===== src/design/sdle_pkg.sv =====
`default_nettype none
// ----------------------------------------------------------------------------
// sdle_pkg
// Shared types and constants for the slot directory with least-active evict.
// ----------------------------------------------------------------------------
package sdle_pkg;

	localparam int SLOTS_DEF = 16;

	localparam logic FUNC_LOOKUP     = 1'b0;
	localparam logic FUNC_INVALIDATE = 1'b1;

	typedef struct packed {
		logic        func;
		logic [31:0] relation_id;
		logic [63:0] group_key_hash;
	} in_t;

	typedef struct packed {
		logic [3:0]  slot_index;
		logic        is_new;
		logic        hit;
		logic        evicted;
		logic [4:0]  occupancy;
		logic [31:0] hit_total;
		logic [31:0] miss_total;
		logic [31:0] eviction_total;
	} out_t;

	// one directory entry as held in the memory
	typedef struct packed {
		logic [31:0] relation;
		logic [63:0] hash;
		logic [31:0] activity;
	} entry_t;

	// outcome of a scan over the directory
	typedef struct packed {
		logic hit_found;
		logic free_found;
	} scan_flags_t;

endpackage : sdle_pkg
`default_nettype wire


===== src/design/sdle_mem.sv =====
`default_nettype none
// ----------------------------------------------------------------------------
// sdle_mem
// Entry store: one write port, one read port, registered read data.
// ----------------------------------------------------------------------------
module sdle_mem #(
	parameter int DEPTH = sdle_pkg::SLOTS_DEF,
	parameter int AW    = 4
) (
	input  wire logic            clk,
	input  wire logic            we,
	input  wire logic [AW-1:0]   waddr,
	input  wire sdle_pkg::entry_t wdata,
	input  wire logic            re,
	input  wire logic [AW-1:0]   raddr,
	output      sdle_pkg::entry_t rdata
);

	sdle_pkg::entry_t mem [DEPTH];

	always_ff @(posedge clk) begin
		if (we) begin
			mem[waddr] <= wdata;
		end
		if (re) begin
			rdata <= mem[raddr];
		end
	end

endmodule : sdle_mem
`default_nettype wire


===== src/design/sdle_scan.sv =====
`default_nettype none
// ----------------------------------------------------------------------------
// sdle_scan
// Walks the entries read back from the store: finds the first key match,
// the first free entry and the lowest-index entry of least activity.
// ----------------------------------------------------------------------------
module sdle_scan #(
	parameter int AW = 4
) (
	input  wire logic                  clk,
	input  wire logic                  arst_n,
	input  wire logic                  clear,
	input  wire logic                  rvld,
	input  wire logic [AW-1:0]         ridx,
	input  wire logic                  rvalid,
	input  wire sdle_pkg::entry_t      rdata,
	input  wire logic [31:0]           relation_id,
	input  wire logic [63:0]           group_key_hash,
	output      sdle_pkg::scan_flags_t flags,
	output      logic [AW-1:0]         hit_idx,
	output      logic [31:0]           hit_act,
	output      logic [AW-1:0]         free_idx,
	output      logic [AW-1:0]         min_idx,
	output      logic                  rel_match
);

	logic        have_q;
	logic [31:0] min_act_q;
	logic        key_match;

	assign rel_match = (rdata.relation == relation_id);
	assign key_match = rel_match && (rdata.hash == group_key_hash);

	always_ff @(posedge clk or negedge arst_n) begin
		if (!arst_n) begin
			flags  <= '0;
			have_q <= 1'b0;
		end else if (clear) begin
			flags  <= '0;
			have_q <= 1'b0;
		end else if (rvld) begin
			if (rvalid && key_match && !flags.hit_found) begin
				flags.hit_found <= 1'b1;
			end
			if (!rvalid && !flags.free_found) begin
				flags.free_found <= 1'b1;
			end
			if (rvalid && (!have_q || rdata.activity < min_act_q)) begin
				have_q <= 1'b1;
			end
		end
	end

	// payload: no reset needed
	always_ff @(posedge clk) begin
		if (rvld && !clear) begin
			if (rvalid && key_match && !flags.hit_found) begin
				hit_idx <= ridx;
				hit_act <= rdata.activity;
			end
			if (!rvalid && !flags.free_found) begin
				free_idx <= ridx;
			end
			if (rvalid && (!have_q || rdata.activity < min_act_q)) begin
				min_idx   <= ridx;
				min_act_q <= rdata.activity;
			end
		end
	end

endmodule : sdle_scan
`default_nettype wire


===== src/design/slot_directory_least_active_evict.sv =====
`default_nettype none
// ----------------------------------------------------------------------------
// slot_directory_least_active_evict
// Fully associative slot directory keyed by relation id and group hash, with
// least-active replacement and relation-wide invalidate.
// ----------------------------------------------------------------------------
// Each transaction holds busy while the single read port of the entry store
// visits every entry once, the read data landing a register later; then the
// FIN state decides and, for a lookup, writes back. The result is strobed on
// done for one cycle, in the cycle in which busy falls; the receiver cannot
// stall, so capture result whenever done is high. A new transaction may start
// in the same cycle as done. Valid bits sit in flip-flops cleared by reset, so
// the block is ready straight out of reset with no clearing pass.
// ----------------------------------------------------------------------------
module slot_directory_least_active_evict #(
	parameter int SLOTS = sdle_pkg::SLOTS_DEF
) (
	input  wire logic          clk,
	input  wire logic          arst_n,
	input  wire logic          start,
	output      logic          busy,
	input  wire sdle_pkg::in_t cmd,
	output      logic          done,
	output      sdle_pkg::out_t result
);

	localparam int IW = (SLOTS > 1) ? $clog2(SLOTS) : 1;
	localparam int CW = $clog2(SLOTS + 1);
	localparam logic [IW-1:0] LAST_IDX = IW'(SLOTS - 1);

	localparam logic [1:0] ST_IDLE = 2'd0;
	localparam logic [1:0] ST_SCAN = 2'd1;
	localparam logic [1:0] ST_FIN  = 2'd2;

	logic [1:0]       state_q;
	logic             issue_q;
	logic [IW-1:0]    addr_q;
	logic             rvld_s1;
	logic [IW-1:0]    ridx_s1;
	logic [SLOTS-1:0] valid_q;
	logic [CW-1:0]    count_q;
	logic [31:0]      hits_q;
	logic [31:0]      misses_q;
	logic [31:0]      evicts_q;
	sdle_pkg::in_t    cmd_q;
	logic             done_q;
	sdle_pkg::out_t   res_q;

	logic                  accept;
	logic                  rd_en;
	logic                  inv_clr;
	logic                  fin_lookup;
	logic [IW-1:0]         victim;
	logic [IW-1:0]         wr_idx;
	sdle_pkg::entry_t      wr_entry;
	logic [CW-1:0]         count_nxt;
	sdle_pkg::entry_t      rdata;
	sdle_pkg::scan_flags_t flags;
	logic [IW-1:0]         hit_idx;
	logic [31:0]           hit_act;
	logic [IW-1:0]         free_idx;
	logic [IW-1:0]         min_idx;
	logic                  rel_match;

	assign busy   = (state_q != ST_IDLE);
	assign accept = start && !busy;
	assign rd_en  = (state_q == ST_SCAN) && issue_q;
	assign done   = done_q;
	assign result = res_q;

	// ---- sequencer: accept, sweep the store, decide ----
	always_ff @(posedge clk or negedge arst_n) begin
		if (!arst_n) begin
			state_q <= ST_IDLE;
			issue_q <= 1'b0;
			addr_q  <= '0;
			rvld_s1 <= 1'b0;
			done_q  <= 1'b0;
		end else begin
			rvld_s1 <= rd_en;
			done_q  <= (state_q == ST_FIN);
			case (state_q)
				ST_IDLE: begin
					if (accept) begin
						state_q <= ST_SCAN;
						issue_q <= 1'b1;
						addr_q  <= '0;
					end
				end
				ST_SCAN: begin
					// advance the read address until the last entry is issued
					if (issue_q) begin
						if (addr_q == LAST_IDX) begin
							issue_q <= 1'b0;
						end else begin
							addr_q <= addr_q + 1'b1;
						end
					end
					// last read data lands: move on to the decision
					if (rvld_s1 && ridx_s1 == LAST_IDX) begin
						state_q <= ST_FIN;
					end
				end
				ST_FIN: begin
					state_q <= ST_IDLE;
				end
				default: begin
					state_q <= ST_IDLE;
				end
			endcase
		end
	end

	always_ff @(posedge clk) begin
		ridx_s1 <= addr_q;
		if (accept) begin
			cmd_q <= cmd;
		end
	end

	// ---- entry store and scan ----
	sdle_mem #(
		.DEPTH (SLOTS),
		.AW    (IW)
	) u_mem (
		.clk   (clk),
		.we    (fin_lookup),
		.waddr (wr_idx),
		.wdata (wr_entry),
		.re    (rd_en),
		.raddr (addr_q),
		.rdata (rdata)
	);

	sdle_scan #(
		.AW (IW)
	) u_scan (
		.clk            (clk),
		.arst_n         (arst_n),
		.clear          (accept),
		.rvld           (rvld_s1),
		.ridx           (ridx_s1),
		.rvalid         (valid_q[ridx_s1]),
		.rdata          (rdata),
		.relation_id    (cmd_q.relation_id),
		.group_key_hash (cmd_q.group_key_hash),
		.flags          (flags),
		.hit_idx        (hit_idx),
		.hit_act        (hit_act),
		.free_idx       (free_idx),
		.min_idx        (min_idx),
		.rel_match      (rel_match)
	);

	// ---- decision ----
	// Drop an entry of the relation as it streams past during an invalidate.
	assign inv_clr = rvld_s1 && (cmd_q.func == sdle_pkg::FUNC_INVALIDATE)
		&& valid_q[ridx_s1] && rel_match;

	assign fin_lookup = (state_q == ST_FIN) && (cmd_q.func == sdle_pkg::FUNC_LOOKUP);

	// First free entry wins; otherwise the lowest-index least-active one.
	assign victim = flags.free_found ? free_idx : min_idx;
	assign wr_idx = flags.hit_found ? hit_idx : victim;

	always_comb begin
		wr_entry.relation = cmd_q.relation_id;
		wr_entry.hash     = cmd_q.group_key_hash;
		if (flags.hit_found) begin
			wr_entry.activity = (hit_act == '1) ? hit_act : hit_act + 32'd1;
		end else begin
			wr_entry.activity = 32'd1;
		end
	end

	// occupancy grows only when a miss takes a free entry
	assign count_nxt = (fin_lookup && !flags.hit_found && flags.free_found)
		? count_q + 1'b1 : count_q;

	// ---- valid bits, occupancy and totals ----
	always_ff @(posedge clk or negedge arst_n) begin
		if (!arst_n) begin
			valid_q  <= '0;
			count_q  <= '0;
			hits_q   <= '0;
			misses_q <= '0;
			evicts_q <= '0;
		end else begin
			if (inv_clr) begin
				valid_q[ridx_s1] <= 1'b0;
				count_q          <= count_q - 1'b1;
			end
			if (fin_lookup) begin
				count_q <= count_nxt;
				if (flags.hit_found) begin
					if (hits_q != '1) begin
						hits_q <= hits_q + 32'd1;
					end
				end else begin
					valid_q[victim] <= 1'b1;
					if (misses_q != '1) begin
						misses_q <= misses_q + 32'd1;
					end
					if (!flags.free_found && evicts_q != '1) begin
						evicts_q <= evicts_q + 32'd1;
					end
				end
			end
		end
	end

	// ---- result register: hold until the next decision ----
	always_ff @(posedge clk) begin
		if (state_q == ST_FIN) begin
			res_q.occupancy <= 5'(count_nxt);
			if (cmd_q.func == sdle_pkg::FUNC_LOOKUP) begin
				res_q.slot_index <= 4'(wr_idx);
				res_q.hit        <= flags.hit_found;
				res_q.is_new     <= !flags.hit_found;
				res_q.evicted    <= !flags.hit_found && !flags.free_found;
				res_q.hit_total  <= (flags.hit_found && hits_q != '1)
					? hits_q + 32'd1 : hits_q;
				res_q.miss_total <= (!flags.hit_found && misses_q != '1)
					? misses_q + 32'd1 : misses_q;
				res_q.eviction_total <= (!flags.hit_found && !flags.free_found
					&& evicts_q != '1) ? evicts_q + 32'd1 : evicts_q;
			end else begin
				res_q.slot_index     <= '0;
				res_q.hit            <= 1'b0;
				res_q.is_new         <= 1'b0;
				res_q.evicted        <= 1'b0;
				res_q.hit_total      <= hits_q;
				res_q.miss_total     <= misses_q;
				res_q.eviction_total <= evicts_q;
			end
		end
	end

endmodule : slot_directory_least_active_evict
`default_nettype wire


===== config.mk =====
export PLATFORM = sky130hd
export DESIGN_NAME = slot_directory_least_active_evict
export DESIGN_NICKNAME = d
export VERILOG_FILES = /design/src/design/sdle_pkg.sv /design/src/design/sdle_mem.sv /design/src/design/sdle_scan.sv /design/src/design/slot_directory_least_active_evict.sv
export SDC_FILE = /design/constraint.sdc
export NUM_CORES = 2
export LEC_CHECK = 0
export BUFFER_PORTS_ARGS = -buffer_cell sky130_fd_sc_hd__buf_2
export CAP_MARGIN = 40
export CORE_UTILIZATION = 50
export CTS_CLUSTER_SIZE = 16
export DETAILED_ROUTE_END_ITERATION = 10
export PLACE_DENSITY_LB_ADDON = 0.2
export SLEW_MARGIN = 20
export SYNTH_ARGS = -nofsm -noshare
export SYNTH_HDL_FRONTEND = slang
export SYNTH_SLANG_ARGS = --single-unit

===== constraint.sdc =====
create_clock -name clk -period 9.82 [get_ports clk]
set_input_delay 1.964 -clock clk [delete_from_list [all_inputs] [get_ports clk]]
set_output_delay 1.964 -clock clk [all_outputs]
set_load 0.05 [all_outputs]

==> summary.md <==
| Metric | Value |
|---|---|
| Number of synthesized flops with an enable pin | `2457` |
| Total die area | `201700 um2` |
| I/O pin cnt | `210` |
| VDD IR max | `0.1560 mV` |
| Met1 WL | `94.04 mm` |
| Grt ovf | `0` |
| Largest net degree at the start of global routing | `117` |
| Iter 0 DRT Violations | `4376` |
| Height of the die | `449.1 um` |
| Inserted Clock Buffers | `280` |
| Status | `completed` |
| Fin util | `0.5720` |
| Initial Util | `0.5048` |
| Clk sinks | `2590` |
| Synth area leaders | `edfxtp_1, mux4_2, dfrtp_1` |
| Final HPWL from detailed placement | `113.0 mm` |
| Setup TNS | `0 ns` |
| Total GRT Usage | `0.2181` |
| Power density over the cells | `191.2 nW/um2` |
| RD Place Congestion | `0.7894` |
| Met3 WL post-DR | `14.86 mm` |
| First-pass GRT wire length | `321.6 mm` |
| Post-route cell area | `113300 um2` |
| Vias | `46.35k` |
| Fmax | `226.8 MHz` |
| Post-synth top area share | `0.7381` |
| Met2 wire length | `105.8 mm` |
| Post-CTS Setup Bufs | `0` |
| Buffers on Ports | `209` |
| Distinct cells, synth | `79` |
| DRT antenna net count | `0` |
| Total power | `21650 uW` |
| Startpoint Class | `register` |
| Post-Syn Area | `99970 um2` |
| CTS Hold Buffers Added | `0` |
| Slew Limit Fails | `0` |
| Ratio of cells with drive above 1 in the final layout | `0.2624` |
| Mapped Cells | `4582` |
| Top_reg_cell synth | `edfxtp_1` |
| WP data required | `10.33 ns` |
| FFs w/ async S/R, synth | `0.04981` |
| TritonRoute pass-1 iters | `5` |
| Avg Cell Area, Syn | `21.82 um2` |
| Vias in the first global route | `47.43k` |
| Clock transition at path regs | `0.06 ns` |
| Average vias per placed instance | `5.939` |
| RSZ-0062 raised after global routing | `no` |
| # rows | `163` |
| Syn-to-layout area delta | `13.31%` |
| Final hold violations | `0` |
| Post_cts resized | `0` |
| Finish-stage setup viols | `0` |
| Cell taking the most area after synthesis | `edfxtp_1` |
| Tmin final | `4.409 ns` |
| Yosys warnings | `0` |
| Number of synthesized register bits | `2590` |
| Final period utilization | `0.4489` |
| Slew @ Worst Pin | `1.101 ns` |
| Wire per inst | `28.00 um` |
| P_leak | `0.03582 uW` |
| WL final | `218.5 mm` |
| Critical Path End Type | `register` |
| Nets | `5112` |
| Top sig layer | `met5` |
| CTS tree | `done` |
| Die W | `449.1 um` |
| Maximum clock insertion buffer count | `4` |
| WP data arrival | `4.92 ns` |
| Hold WC Path Type | `register to register` |
| H-tree depth | `5` |
| Root Driver | `clkbuf_16` |
| CORE AREA | `198000 um2` |
| Dpl cell area | `104900 um2` |
| Kind of critical path | `register to register` |
| Synthesized Nets | `4720` |
| Clk_lat worst skew | `0.91 ns` |
| Crit path max fanout | `55` |
| Max cap viols | `0` |
| Clk_skew | `0.04582 ns` |
| Max-slew headroom | `0.2663` |
| Antenna violations before repair | `7` |
| Sequential area share after synthesis | `0.7711` |
| DRC Markers | `0` |
sequential cells by signal (all words and copies together), names as in the netlist, 2 cells and up:
name,cells
u_scan.flags,2
u_scan.hit_idx,4
u_scan.min_idx,4
u_scan.min_act_q,32
count_q,5
hits_q,32
ridx_s1,4
u_mem.rdata,128
valid_q,16
u_mem.mem,2048
state_q,2
misses_q,32
evicts_q,32
result,108
cmd_q,97
u_scan.free_idx,4
addr_q,4
u_scan.hit_act,32
cell type report:
type / instances / area (um2)
fillers: 14309 / 84760
clock inverters: 106 / 802.0
clock buffers: 363 / 7485
multi-input cells: 1733 / 21950
repair buffers: 308 / 2386
well taps: 2640 / 3303
inverters: 61 / 236.5
diodes: 2 / 5.005
flip-flops and latches: 2590 / 77110
logic make-up after synthesis:
| family | count (synthesis) | share of synthesized area |
|---|---|---|
| adders and majority gates | 38 | 0.004756 |
| muxes | 654 | 0.1461 |
| AOI/OAI and AO/OA | 144 | 0.009613 |
| buffers and inverters | 259 | 0.01076 |
| xor gates and xnor gates | 296 | 0.02593 |
| and+or+nand+nor | 601 | 0.03167 |
| DFF | 2590 | 0.7711 |
metal layers:
metal / up-vias / track usage
li1: 19717 / -
met1: 24846 / 0.3172
met2: 1518 / 0.3450
met3: 262 / 0.04131
met4: 2 / 0.05103
met5: - / 0
power breakdown:
part	internal, uW	switching (uW)
Clock	5650	4040
Sequential	11900	0
Combinational	15.7	31.8
Yosys cell counts, types with 5 or more instances:
cell type	instances
dfrtp_1	129
nor2_1	110
and2_1	34
and3_1	29
nand4_1	61
mux4_2	644
o21ai_0	12
o31ai_1	5
buf_1	18
nor4_1	25
and4_1	16
a31oi_1	8
a21o_1	15
nand2b_1	15
ha_1	38
or3_1	6
nor2b_1	6
nand2_1	152
nor3_1	44
buf_2	55
xnor2_1	146
xor2_1	150
a21oi_1	47
a211oi_1	11
edfxtp_1	2457
mux2i_1	7
a2111oi_0	5
nand3_1	69
clkbuf_1	118
inv_1	61
worst paths after layout:
check,slack (ns),end,start,cells past startpoint
setup / recovery,5.41,u_mem.mem[15][109]$_DFFE_PP_,state_q[0]$_DFFE_PN0P_,9
hold / removal,0.49,u_scan.min_act_q[17]$_DFFE_PP_,u_mem.rdata[17]$_DFFE_PP_,0
setup reg to reg,5.41,u_mem.mem[15][109]$_DFFE_PP_,state_q[0]$_DFFE_PN0P_,9
hold reg to reg,0.49,u_scan.min_act_q[17]$_DFFE_PP_,u_mem.rdata[17]$_DFFE_PP_,0
max in group asynchronous,7.66,misses_q[12]$_DFFE_PN0P_,arst_n,3
min in group asynchronous,1.08,evicts_q[4]$_DFFE_PN0P_,arst_n,1
worst max-delay path, stage by stage, from the launching register on:
cell and delay (ns):
dfrtp_1 0.44, nand2b_1 0.39, inv_4 0.62, nand2_1 0.32, nor2_1 0.21, nand2_1 0.27
nor2_4 0.32, buf_4 0.42, buf_12 0.28, buf_4 0.67
cells in the final DEF, fill, tap and decap left out, drive strengths merged, types with 64 or more instances in the layout:
| cell type | count |
|---|---|
| inv | 64 |
| nand2 | 154 |
| clkinv | 85 |
| nand3 | 70 |
| xor2 | 150 |
| clkbuf | 363 |
| buf | 308 |
| xnor2 | 146 |
| mux4 | 644 |
| edfxtp | 2457 |
| nor2 | 111 |
| dfrtp | 129 |
metrics by stage:
step,cells,hold slack (ns),worst slack [ns]
final,7803,0.4895,5.411
after global routing,7802,0.4841,5.145
after CTS,7799,0.4761,5.183
after detailed placement,7330,0.4766,5.059
after floorplan,4582,0.3454,0.1411
after global placement,7303,0.4736,5.150
(Power assumes the default switching activity.)
